### src/hw/rtl/bsd_pkg.sv
package bsd_pkg;

   localparam int CSR_ADDR_W = 5;
   localparam int CSR_DATA_W = 32;
   localparam int COUNT_W    = 17;
   localparam int LEN_W      = 16;
   localparam int MLEN_W     = 3;

   typedef enum logic [2:0] {
      CAUSE_MID    = 3'd0,
      CAUSE_LENGTH = 3'd1,
      CAUSE_MARK   = 3'd2,
      CAUSE_EMPTY  = 3'd3,
      CAUSE_FLUSH  = 3'd4,
      CAUSE_BYPASS = 3'd5
   } cause_type;

   typedef enum logic [2:0] {
      REG_ENABLE       = 3'd0,
      REG_FIXED_MODE   = 3'd1,
      REG_FRAME_LENGTH = 3'd2,
      REG_MARK_LENGTH  = 3'd3,
      REG_MARK_BYTES   = 3'd4,
      REG_BUFFER_LIMIT = 3'd5
   } reg_index_type;

   typedef struct packed {
      logic              enable;
      logic              fixed_mode;
      logic [LEN_W-1:0]  frame_length;
      logic [MLEN_W-1:0] mark_length;
      logic [31:0]       mark_bytes;
      logic [LEN_W-1:0]  buffer_limit;
   } cfg_type;

   typedef struct packed {
      logic [7:0] out_byte;
      logic       frame_end;
      cause_type  end_cause;
   } rsp_type;

endpackage

### src/hw/rtl/bsd_csr.sv
module bsd_csr (
   input  logic                               clock,
   input  logic                               reset,
   input  logic                               csr_psel,
   input  logic                               csr_penable,
   input  logic                               csr_pwrite,
   input  logic [bsd_pkg::CSR_ADDR_W-1:0]     csr_paddr,
   input  logic [bsd_pkg::CSR_DATA_W-1:0]     csr_pwdata,
   output logic [bsd_pkg::CSR_DATA_W-1:0]     csr_prdata,
   output logic                               csr_pready,
   output bsd_pkg::cfg_type                   cfg
);
   import bsd_pkg::*;

   cfg_type       cfg_ff;
   cfg_type       cfg_in;
   reg_index_type index;
   logic          write;

   assign index      = reg_index_type'(csr_paddr[CSR_ADDR_W-1:2]);
   assign write      = csr_psel && csr_penable && csr_pwrite;
   assign csr_pready = 1'b1;
   assign cfg        = cfg_ff;

   always_comb begin
      cfg_in = cfg_ff;
      if (write) begin
         unique case (index)
            REG_ENABLE:       cfg_in.enable       = csr_pwdata[0];
            REG_FIXED_MODE:   cfg_in.fixed_mode   = csr_pwdata[0];
            REG_FRAME_LENGTH: cfg_in.frame_length = csr_pwdata[LEN_W-1:0];
            REG_MARK_LENGTH:  cfg_in.mark_length  = csr_pwdata[MLEN_W-1:0];
            REG_MARK_BYTES:   cfg_in.mark_bytes   = csr_pwdata[31:0];
            REG_BUFFER_LIMIT: cfg_in.buffer_limit = csr_pwdata[LEN_W-1:0];
            default: ;
         endcase
      end
   end

   always_comb begin
      csr_prdata = '0;
      unique case (index)
         REG_ENABLE:       csr_prdata = CSR_DATA_W'(cfg_ff.enable);
         REG_FIXED_MODE:   csr_prdata = CSR_DATA_W'(cfg_ff.fixed_mode);
         REG_FRAME_LENGTH: csr_prdata = CSR_DATA_W'(cfg_ff.frame_length);
         REG_MARK_LENGTH:  csr_prdata = CSR_DATA_W'(cfg_ff.mark_length);
         REG_MARK_BYTES:   csr_prdata = CSR_DATA_W'(cfg_ff.mark_bytes);
         REG_BUFFER_LIMIT: csr_prdata = CSR_DATA_W'(cfg_ff.buffer_limit);
         default:          csr_prdata = '0;
      endcase
   end

   always_ff @(posedge clock) begin
      if (reset) begin
         cfg_ff.enable       <= 1'b0;
         cfg_ff.fixed_mode   <= 1'b0;
         cfg_ff.frame_length <= LEN_W'(1);
         cfg_ff.mark_length  <= '0;
         cfg_ff.mark_bytes   <= '0;
         cfg_ff.buffer_limit <= LEN_W'(1024);
      end else begin
         cfg_ff <= cfg_in;
      end
   end

endmodule

### src/hw/rtl/bsd_frame.sv
module bsd_frame #(
   parameter int MARK_MAX = 4
) (
   input  logic             clock,
   input  logic             reset,
   input  bsd_pkg::cfg_type cfg,
   input  logic             step,
   input  logic [7:0]       in_byte,
   output bsd_pkg::rsp_type rsp
);
   import bsd_pkg::*;

   localparam int MarkCap = (MARK_MAX < 4) ? MARK_MAX : 4;
   localparam int RecentW = 8 * MarkCap;

   logic [COUNT_W-1:0] frame_count_ff, frame_count_in;
   logic [RecentW-1:0] recent_ff, recent_in;
   logic [COUNT_W-1:0] count;
   logic [LEN_W-1:0]   flen;
   logic [MLEN_W-1:0]  mlen;
   logic               mark_hit;
   cause_type          cause;

   assign count     = (&frame_count_ff) ? frame_count_ff : frame_count_ff + 1'b1;
   assign recent_in = RecentW'({recent_ff, in_byte});
   assign flen      = (cfg.frame_length == '0) ? LEN_W'(1) : cfg.frame_length;
   assign mlen      = (cfg.mark_length > MLEN_W'(MarkCap)) ? MLEN_W'(MarkCap)
                                                            : cfg.mark_length;

   always_comb begin
      mark_hit = (count >= COUNT_W'(mlen));
      for (int i = 0; i < MarkCap; i++) begin
         if (MLEN_W'(i) < mlen && recent_in[8*i +: 8] != cfg.mark_bytes[8*i +: 8]) begin
            mark_hit = 1'b0;
         end
      end
   end

   always_comb begin
      cause = CAUSE_MID;
      if (!cfg.enable) begin
         cause = CAUSE_BYPASS;
      end else begin
         if (cfg.fixed_mode) begin
            if (count >= COUNT_W'(flen)) cause = CAUSE_LENGTH;
         end else if (mlen == '0) begin
            cause = CAUSE_EMPTY;
         end else if (mark_hit) begin
            cause = CAUSE_MARK;
         end
         if (cause == CAUSE_MID && count > COUNT_W'(cfg.buffer_limit)) begin
            cause = CAUSE_FLUSH;
         end
      end
   end

   assign rsp.out_byte  = in_byte;
   assign rsp.frame_end = (cause != CAUSE_MID);
   assign rsp.end_cause = cause;

   assign frame_count_in = (cause == CAUSE_MID) ? count : '0;

   always_ff @(posedge clock) begin
      if (reset) begin
         frame_count_ff <= '0;
         recent_ff      <= '0;
      end else if (step && cfg.enable) begin
         frame_count_ff <= frame_count_in;
         recent_ff      <= recent_in;
      end
   end

endmodule

### src/hw/rtl/bsd_out.sv
module bsd_out (
   input  logic             clock,
   input  logic             reset,
   input  logic             load,
   input  bsd_pkg::rsp_type load_data,
   output logic             can_load,
   output logic             rsp_valid,
   input  logic             rsp_ready,
   output bsd_pkg::rsp_type rsp_data
);
   import bsd_pkg::*;

   logic    valid_ff, valid_in;
   rsp_type data_ff;

   assign can_load  = !valid_ff || rsp_ready;
   assign valid_in  = load || (valid_ff && !rsp_ready);
   assign rsp_valid = valid_ff;
   assign rsp_data  = data_ff;

   always_ff @(posedge clock) begin
      if (reset) begin
         valid_ff <= 1'b0;
      end else begin
         valid_ff <= valid_in;
      end
   end

   always_ff @(posedge clock) begin
      if (load) begin
         data_ff <= load_data;
      end
   end

endmodule

### src/hw/rtl/byte_stream_deframer.sv
// channel  ports                    tdata / tuser / tlast
// ------   -----------------------  ------------------------------------------
// req      req_tvalid, req_tready   tdata[7:0] data_byte
// rsp      rsp_tvalid, rsp_tready   tdata[7:0] out_byte, tuser[2:0] end_cause,
//                                   tlast frame_end
// csr      APB, 32-bit data         regs at 4*i: enable, fixed_mode,
//                                   frame_length, mark_length, mark_bytes,
//                                   buffer_limit
//
// One word per cycle sustained while rsp is not stalled; a taken word passes
// through an input register, then the count and mark compare into the
// output register. Synchronous reset clears control, frame count and history.
// A stalled rsp holds the output register; the input register keeps taking
// words while the output register is free or drains in the same cycle.
module byte_stream_deframer #(
   parameter int MARK_MAX = 4
) (
   input  logic                           clock,
   input  logic                           reset,
   input  logic                           req_tvalid,
   output logic                           req_tready,
   input  logic [7:0]                     req_tdata,   // [7:0] data_byte
   output logic                           rsp_tvalid,
   input  logic                           rsp_tready,
   output logic [7:0]                     rsp_tdata,   // [7:0] out_byte
   output logic [2:0]                     rsp_tuser,   // [2:0] end_cause
   output logic                           rsp_tlast,
   input  logic                           csr_psel,
   input  logic                           csr_penable,
   input  logic                           csr_pwrite,
   input  logic [bsd_pkg::CSR_ADDR_W-1:0] csr_paddr,
   input  logic [bsd_pkg::CSR_DATA_W-1:0] csr_pwdata,
   output logic [bsd_pkg::CSR_DATA_W-1:0] csr_prdata,
   output logic                           csr_pready
);
   import bsd_pkg::*;

   cfg_type    cfg;
   rsp_type    frame_rsp;
   rsp_type    out_rsp;
   logic       in_valid_ff, in_valid_in;
   logic [7:0] in_byte_ff;
   logic       advance;
   logic       out_can_load;
   logic       req_take;

   bsd_csr u_csr (
      .clock       (clock),
      .reset       (reset),
      .csr_psel    (csr_psel),
      .csr_penable (csr_penable),
      .csr_pwrite  (csr_pwrite),
      .csr_paddr   (csr_paddr),
      .csr_pwdata  (csr_pwdata),
      .csr_prdata  (csr_prdata),
      .csr_pready  (csr_pready),
      .cfg         (cfg)
   );

   assign advance     = in_valid_ff && out_can_load;
   assign req_tready  = !in_valid_ff || out_can_load;
   assign req_take    = req_tvalid && req_tready;
   assign in_valid_in = req_take || (in_valid_ff && !out_can_load);

   always_ff @(posedge clock) begin
      if (reset) begin
         in_valid_ff <= 1'b0;
      end else begin
         in_valid_ff <= in_valid_in;
      end
   end

   always_ff @(posedge clock) begin
      if (req_take) begin
         in_byte_ff <= req_tdata;
      end
   end

   bsd_frame #(
      .MARK_MAX (MARK_MAX)
   ) u_frame (
      .clock   (clock),
      .reset   (reset),
      .cfg     (cfg),
      .step    (advance),
      .in_byte (in_byte_ff),
      .rsp     (frame_rsp)
   );

   bsd_out u_out (
      .clock     (clock),
      .reset     (reset),
      .load      (advance),
      .load_data (frame_rsp),
      .can_load  (out_can_load),
      .rsp_valid (rsp_tvalid),
      .rsp_ready (rsp_tready),
      .rsp_data  (out_rsp)
   );

   assign rsp_tdata = out_rsp.out_byte;
   assign rsp_tuser = out_rsp.end_cause;
   assign rsp_tlast = out_rsp.frame_end;

   a_last_matches_cause: assert property (@(posedge clock) disable iff (reset)
      rsp_tvalid |-> (rsp_tlast == (rsp_tuser != CAUSE_MID)))
      else $error("tlast disagrees with end cause");

   a_stalled_word_kept: assert property (@(posedge clock) disable iff (reset)
      in_valid_ff && !out_can_load |=> in_valid_ff && $stable(in_byte_ff))
      else $error("stalled input word lost");

   a_bypass_when_disabled: assert property (@(posedge clock) disable iff (reset)
      advance && !cfg.enable |=> rsp_tuser == CAUSE_BYPASS)
      else $error("disabled word not marked bypass");

endmodule

### config.mk
export PLATFORM = sky130hd
export DESIGN_NAME = byte_stream_deframer
export DESIGN_NICKNAME = d
export VERILOG_FILES = /design/src/hw/rtl/bsd_pkg.sv /design/src/hw/rtl/bsd_csr.sv /design/src/hw/rtl/bsd_frame.sv /design/src/hw/rtl/bsd_out.sv /design/src/hw/rtl/byte_stream_deframer.sv
export SDC_FILE = /design/constraint.sdc
export NUM_CORES = 1
export LEC_CHECK = 0
export BUFFER_PORTS_ARGS = -buffer_cell sky130_fd_sc_hd__buf_2
export CORE_MARGIN = 4
export CORE_UTILIZATION = 65
export CTS_BUF_LIST = sky130_fd_sc_hd__clkbuf_4 sky130_fd_sc_hd__clkbuf_8
export CTS_CLUSTER_SIZE = 8
export DETAILED_ROUTE_END_ITERATION = 7
export HOLD_SLACK_MARGIN = 0.1
export PLACE_DENSITY = 0.89
export SYNTH_ARGS = -nofsm -noshare
export SYNTH_HDL_FRONTEND = slang
export SYNTH_HIERARCHICAL = 1
export SYNTH_SLANG_ARGS = --single-unit
### constraint.sdc
create_clock -name clock -period 8.22 [get_ports clock]
set_input_delay 0.822 -clock clock [delete_from_list [all_inputs] [get_ports clock]]
set_output_delay 0.822 -clock clock [all_outputs]
set_load 0.1 [all_outputs]
## Word-level counts from Yosys, hierarchy flattened

Index checks and enable logic that the tools add are counted.
Widths: inputs -> output; s select.

- Flip-flop bits (word level): 132
- Input bits: 52
- Output and inout port bits: 47
- Logic and storage cells: 81

- Add/subtract/negate cells: 1
- Order comparisons: 8
- Equal/unequal tests: 9
- Multiplexer cells: 16
- Reductions and logical operators: 33

Operator list:

| cell | number |
|---|---|
| $pmux 32 s6 | 1 |
| $mux 17 | 2 |
| $ne 8x8->1 | 4 |
| $mux 3 | 6 |
| $add 17x1->17 const B | 1 |
| $ge 17x16->1 | 1 |
| $ge 17x3->1 | 1 |
| $gt 17x16->1 | 1 |
| $reduce_and 17->1 | 1 |
| $logic_not 16->1 | 1 |
| $mux 16 | 1 |
| $logic_and 1x1->1 | 12 |
| $logic_not 3->1 | 4 |
| $reduce_and 2->1 | 6 |
| $eq 3x2->1 const B | 2 |
| $eq 3x3->1 const B | 2 |
| $lt 1x3->1 const A | 2 |
| $lt 2x3->1 const A | 2 |
| $mux 1 | 5 |
| $logic_not 1->1 | 4 |
| $logic_or 1x1->1 | 4 |
| $eq 3x1->1 const B | 1 |
| $gt 3x3->1 const B | 1 |
| $reduce_bool 3->1 | 1 |
| $mux 2 | 1 |

## Depth between registers and ports, before layout

Gate-level depths: netlist of the first run.

- Word-level depth: 18
- Gate-level depth with buffers: 18
- Depth with buffers taken out: 15

## Hierarchy

Netlist of the first run, hierarchy kept.

By module, submodules not included:

| module | times used | cells an instance | area each (µm²) | sequential area each (µm²) |
|---|---|---|---|---|
| bsd_frame | 1 | 492 | 3614.7 | 820.8 |
| bsd_csr | 1 | 353 | 3407.0 | 1381.3 |
| bsd_out | 1 | 16 | 406.6 | 380.4 |
| byte_stream_deframer | 1 | 14 | 302.8 | 260.2 |

## Least setup slack after synthesis of the first run

OpenSTA, ideal clock, no wires.

- Path type: in2out
- Start point: input port csr_paddr[2] (netlist bit)
- End point: output port csr_prdata[0] (netlist bit)
- Arrival: 4.570 ns
- Data required time: 7.398 ns
- Path slack: 2.828 ns
- Stages on the path: 3
- Buffers on the path: 1
- Path through: buf_2 > mux2i_1 > o311ai_0

- Cells in the longest elaborated chain, start to end: 2
- Elaborated cells on any way between the ends: 7
- Classes of those cells: eq/ne (5); mux (1); reduce/logical (1)

RTL lines:

| what | line | text |
|---|---|---|
| start: declaration | byte_stream_deframer.sv:31 | `input logic [bsd_pkg::CSR_ADDR_W-1:0] csr_paddr,` |
| $eq 3x3->1 (tied with other cells) | bsd_csr.sv:42 | `unique case (index)` |
| $pmux 32 s6 * | bsd_csr.sv:42 |  |
| end: declaration | byte_stream_deframer.sv:33 | `output logic [bsd_pkg::CSR_DATA_W-1:0] csr_prdata,` |

Mark *: on every way between the ends. The rest lies on a longest branch, timed or not.

==> flow_summary.toml, run 1 <==
[synth]
synth_flop_cell = "dfxtp_1"
synthesis.area_um2 = 7730
synthArstFlopShare = 0
synth_top_family_by_area = "simple AND/OR/NAND/NOR gates"
synth_most_common_cell = "dfxtp_1"
syn_inst = 875
synth_area_leaders = "dfxtp_1, mux2i_1, edfxtp_1, nand2b_1, ha_1"
synth_edf_count = 20
yosysTopAreaCellShare = 0.290
muxShareOfSynthArea = 0.0986
syn_area_per_cell_um2 = 8.84
synth_commonest_cells = "dfxtp_1, nand2b_1, nand2_1"
synth_xor_area_frac = 0.0510
synth_compound_area_frac = 0.112
synth_fa_ha_area_frac = 0.0583
ys_seq_elements = 132
synth_cell_types = 61
synth.net_count = 963
seq_area_frac_synth = 0.368
synth-simple-area-share = 0.244
yosysTopAreaCell = "dfxtp_1"
ys_warn_count = 6

[worst_setup_path]
crit_path_end_kind = "register"
required_ps = 8380
path_class = "register to register"
cp_max_fo = 23
crit_arrival_ps = 4790
start_kind = "register"

[power]
ir_drop_v = 0.000227
cellLeakagePower_nw = 3.46
power_mw = 1.31
power_density_nw_per_um2 = 156

[clock_network]
clock-sinks = 132
path_clk_slew_ps = 80
cts_setup_buffers = 0
cts_root_buf = "clkbuf_8"
cts_tree = "built"
cts_buffer_depth = 2
hold_buffers = 0
cts_made_buffers = 17
htreeDepth = 4
clk_latency_ps = 450
cts_resized = 0

[floorplanning]
initial_utilization = 0.671
io_pins = 99
die_x_um = 117
die_y_um = 117
dieArea_um2 = 13700
rows = 39
coreArea_um2 = 11500

[final_layout]
stdcell_area_um2 = 8440
fin_util = 0.733
nets = 1012
drive_gt1_frac = 0.156
syn2layout_area_growth_pct = 9.18
diodes = 0

[sta]
finalSetupViolCount = 0
min_period_ps = 4630
maxSlewViolCount = 0
clock.fmax_mhz = 216
hold_viol = 0
skew_ps = 13.2
tightest_slew_ps = 1230
setup-tns-final_ps = 0
relSlewSlack = 0.177
finalCritPeriodShare = 0.563
rsz0062_at_grt = "no"

[place]
port_buffers = 95
dp_hpwl_um = 13200
place.gp.congestion = 0.884
place_area_um2 = 8050

[status]
status = "finished clean"

[global_routing]
grt_usage = 0.288
antenna_found_initial = 0
grt_pass1_vias = 6129
grt_overflow = 0
grt_start_max_net_pins = 100
grt_pass1_wl_um = 30800

[drt]
drtIter0Drc = 716
avgRoutedWirePerCell_um = 17.8
via_per_inst = 6.03
ant_nets = 0
wl_um = 19300
drcViolationCount = 0
dr.pass1.iters = 5
route.vias.total = 6516

[worst_hold_path]
min_path_type = "register to register"

[run]
cap_violations = 0
flip-flops by register name (all words and copies together) (netlist names):
name	cells
u_csr/cfg	69
u_frame/recent_ff	24
u_frame/frame_count_ff	17
u_out/rsp_data	12
in_byte_ff	8
in_valid_ff	1
u_out/rsp_valid	1
power by group:
part	switching, mW	internal, mW
sequential	0.00710	0.663
combinational	0.0653	0.0317
clock	0.263	0.284
routing by layer:
metal | vias up | wire length, um | global-route usage
li1 | 3127 | - | -
met1 | 3079 | 8380 | 0.386
met2 | 276 | 9160 | 0.456
met3 | 34 | 1380 | 0.0740
met4 | 0 | 355 | 0.0948
met5 | - | 0 | 0
worst max-delay path, stage by stage (launching register included):
cell and delay, ps:
dfxtp_1 550, nand4_1 250, or3_1 520, or3_1 460, nand3_1 150, o21a_1 200
ha_1 260, a21o_1 160, a21o_1 170, a21oi_1 150, o211ai_1 100, a211oi_1 440
and2_1 750, nand3_1 160
per-stage QoR:
step	worst slack (ps)	hold slack [ps]	cells
finish	3590	478	1080
global route	3270	510	1080
CTS	3710	480	1080
detailed placement	3760	462	1048
global placement	3850	455	1048
floorplan	2830	449	875
worst paths after layout:
kind,startpoint,to,slack (ps),depth (start not counted)
worst max-delay path,u_frame/frame_count_ff[8],u_out/rsp_data[3],3590,13
worst max register to register,u_frame/frame_count_ff[8],u_out/rsp_data[3],3590,13
worst min register to register,u_frame/recent_ff[17],u_frame/recent_ff[17],480,2
worst min-delay path,u_frame/recent_ff[17],u_frame/recent_ff[17],480,2
area by class of cell:
type / count / area [um2]
sequential: 132 / 2840
clock inverter: 11 / 128
tap: 143 / 179
timing repair buffer: 99 / 508
clock buffer: 21 / 264
fill: 838 / 3080
inverter: 39 / 146
multi-input combinational: 635 / 4370
cell usage in the layout, fill, tap and decap left out, types with 9 or more instances in the layout:
cell type / synthesis / final
xnor2_1: 18 / 18
inv_1: 39 / 39
nor4_1: 13 / 13
clkbuf_8: 0 / 17
o2bb2ai_1: 13 / 13
nand4_1: 26 / 26
dfxtp_1: 112 / 112
ha_1: 36 / 36
edfxtp_1: 20 / 20
a31oi_1: 9 / 9
nor2b_1: 20 / 20
mux2i_1: 75 / 75
xor2_1: 27 / 27
a21oi_1: 47 / 47
nand2b_1: 91 / 91
o21ai_0: 34 / 34
nand3_1: 20 / 20
buf_2: 11 / 94
nor2_1: 18 / 18
nand2_1: 79 / 79
and2_1: 19 / 19
nor3_1: 17 / 17
kinds of logic after synthesis:
| group | Yosys count |
|---|---|
| compound gates | 142 |
| xor+xnor | 45 |
| fa+ha+maj | 36 |
| buf+inv | 108 |
| flops | 132 |
| mux | 76 |
| other cells | 1 |
| simple gates | 335 |
No activity file was read; power rests on OpenSTA's default activity.
==> run 2: changes to the inputs <==
Settings changed: CORE_UTILIZATION 65 to 60, PLACE_DENSITY 0.89 to 0.83.
Clock period 8.22 ns to 4.5 ns, I/O delays scaled along.
==> flow_summary.toml, run 2 (synthesis results as in run 1) <==
[final_layout]
stdcell_area_um2 = 8590
nets = 1020
largest_register_ffs = 69
layout_commonest_cell = "dfxtp_1"
diodes = 0
syn2layout_area_growth_pct = 11.1
drive_gt1_frac = 0.165
layout_common_cells = "dfxtp_1, buf_2, nand2b_1"

[worst_hold_path]
min_path_type = "input pin to register"

[worst_setup_path]
cp_max_fo = 15
required_ps = 4870
start_kind = "register"
crit_arrival_ps = 4580
worst-path-buf-inv = 1
crit_family = "compound AO/OA/AOI/OAI gates"
path_class = "register to register"
cpPeakStageDelay_ps = 510
crit_path_end_kind = "register"
cpMaxStageDelayCell = "nor4_4"
crit_path_cell_trace = "ha_1 > nand4_2 > nor4_4 > nor3_1 > xor2_1 > ha_1 > a21o_1 > a21o_1 > a21oi_1 > o211ai_1 > a21boi_0 > and2_1 > buf_4 > nand4_1 > a31oi_1"

[drt]
via_per_inst = 5.82
drcViolationCount = 0
route.vias.total = 6501
dr.pass1.iters = 6
wl_um = 19100
ant_nets = 0
drtIter0Drc = 618
avgRoutedWirePerCell_um = 17.1

[place]
place_area_um2 = 8150
place_ws_ps = 337
place.gp.congestion = 0.924
dp_hpwl_um = 13300
port_buffers = 95

[sta]
hold_viol = 0
clock.fmax_mhz = 238
relSlewSlack = 0.233
finalSetupViolCount = 0
setup_slack_ps = 290
tightest_slew_ps = 1150
finalCritPeriodShare = 0.936
min_period_ps = 4210
setup-tns-final_ps = 0
maxSlewViolCount = 0
skew_ps = 12.5
rsz0062_at_grt = "no"

[clock_network]
htreeDepth = 4
cts_made_buffers = 17
path_clk_slew_ps = 70
clk_latency_ps = 460
cts_tree = "built"
cts_root_buf = "clkbuf_8"
clock-sinks = 132
cts_buffer_depth = 2

[global_routing]
grt_pass1_wl_um = 30800
grt.met2_usage = 0.411
grt_overflow = 0
grt_pass1_vias = 6216
top_usage_layer = "met2"
antenna_found_initial = 0
grt_start_max_net_pins = 113
globalRouteMet3Util = 0.0741
use_met1 = 0.338
grt_usage = 0.262

[floorplanning]
rows = 41
die_y_um = 122
die_x_um = 122
io_pins = 99
coreArea_um2 = 12600
initial_utilization = 0.613
dieArea_um2 = 14800

[power]
power_mw = 2.48
power_density_nw_per_um2 = 288
ir_drop_v = 0.000279
cellLeakagePower_nw = 3.54

[run]
cap_violations = 0

[status]
status = "finished clean"
-- run 2: path summary, 6_finish.rpt --
check                                                from                    endpoint  slack [ps]  cells after the start
worst min-delay path                         req_tdata[3]               in_byte_ff[3]         170                      1
worst max-delay path            u_frame/frame_count_ff[0]  u_frame/frame_count_ff[12]         290                     15
worst min register to register      u_frame/recent_ff[19]       u_frame/recent_ff[19]         480                      2
worst max register to register  u_frame/frame_count_ff[0]  u_frame/frame_count_ff[12]         290                     15
-- run 2: what timing repair did --
action	in CTS	in global routing
hold buffers	0	0
endpoints found under the setup margin	0	19
buffers inserted	0	0
gates resized for setup	0	2
-- run 2: metal layers --
| layer | vias up | routed length, um |
|---|---|---|
| li1 | 3145 | - |
| met1 | 3101 | 8370 |
| met2 | 223 | 8890 |
| met3 | 32 | 1320 |
| met4 | 0 | 520 |
| met5 | - | 0 |
-- run 2: through the flow --
step                      std cells   util  hold slack [ps]
after floorplan                 875      -              449
after global placement         1085  0.645              458
after detailed placement       1085  0.645              467
after CTS                      1117  0.679              151
after global routing           1117  0.680              133
final                          1117  0.680              168
-- run 2: power by group --
group / switching [mW] / internal, mW
Sequential: 0.0133 / 1.21
Clock: 0.513 / 0.562
Combinational: 0.119 / 0.0583
-- run 2: area by class of cell --
class | instances | area [um2]
Multi-Input combinational cell | 635 | 4390
Fill cell | 1028 | 4030
Sequential cell | 132 | 2840
Timing Repair Buffer | 107 | 568
Clock buffer | 17 | 234
Tap cell | 172 | 215
Clock inverter | 15 | 190
Inverter | 39 | 146
-- run 2: worst reg2reg max path, cell delays in order (launching register included) --
cell and delay (ps):
dfxtp_1 480, ha_1 340, nand4_2 210, nor4_4 510, nor3_1 130, xor2_1 380, ha_1 330, a21o_1 160
a21o_1 170, a21oi_1 230, o211ai_1 120, a21boi_0 350, and2_1 210, buf_4 210, nand4_1 130, a31oi_1 170
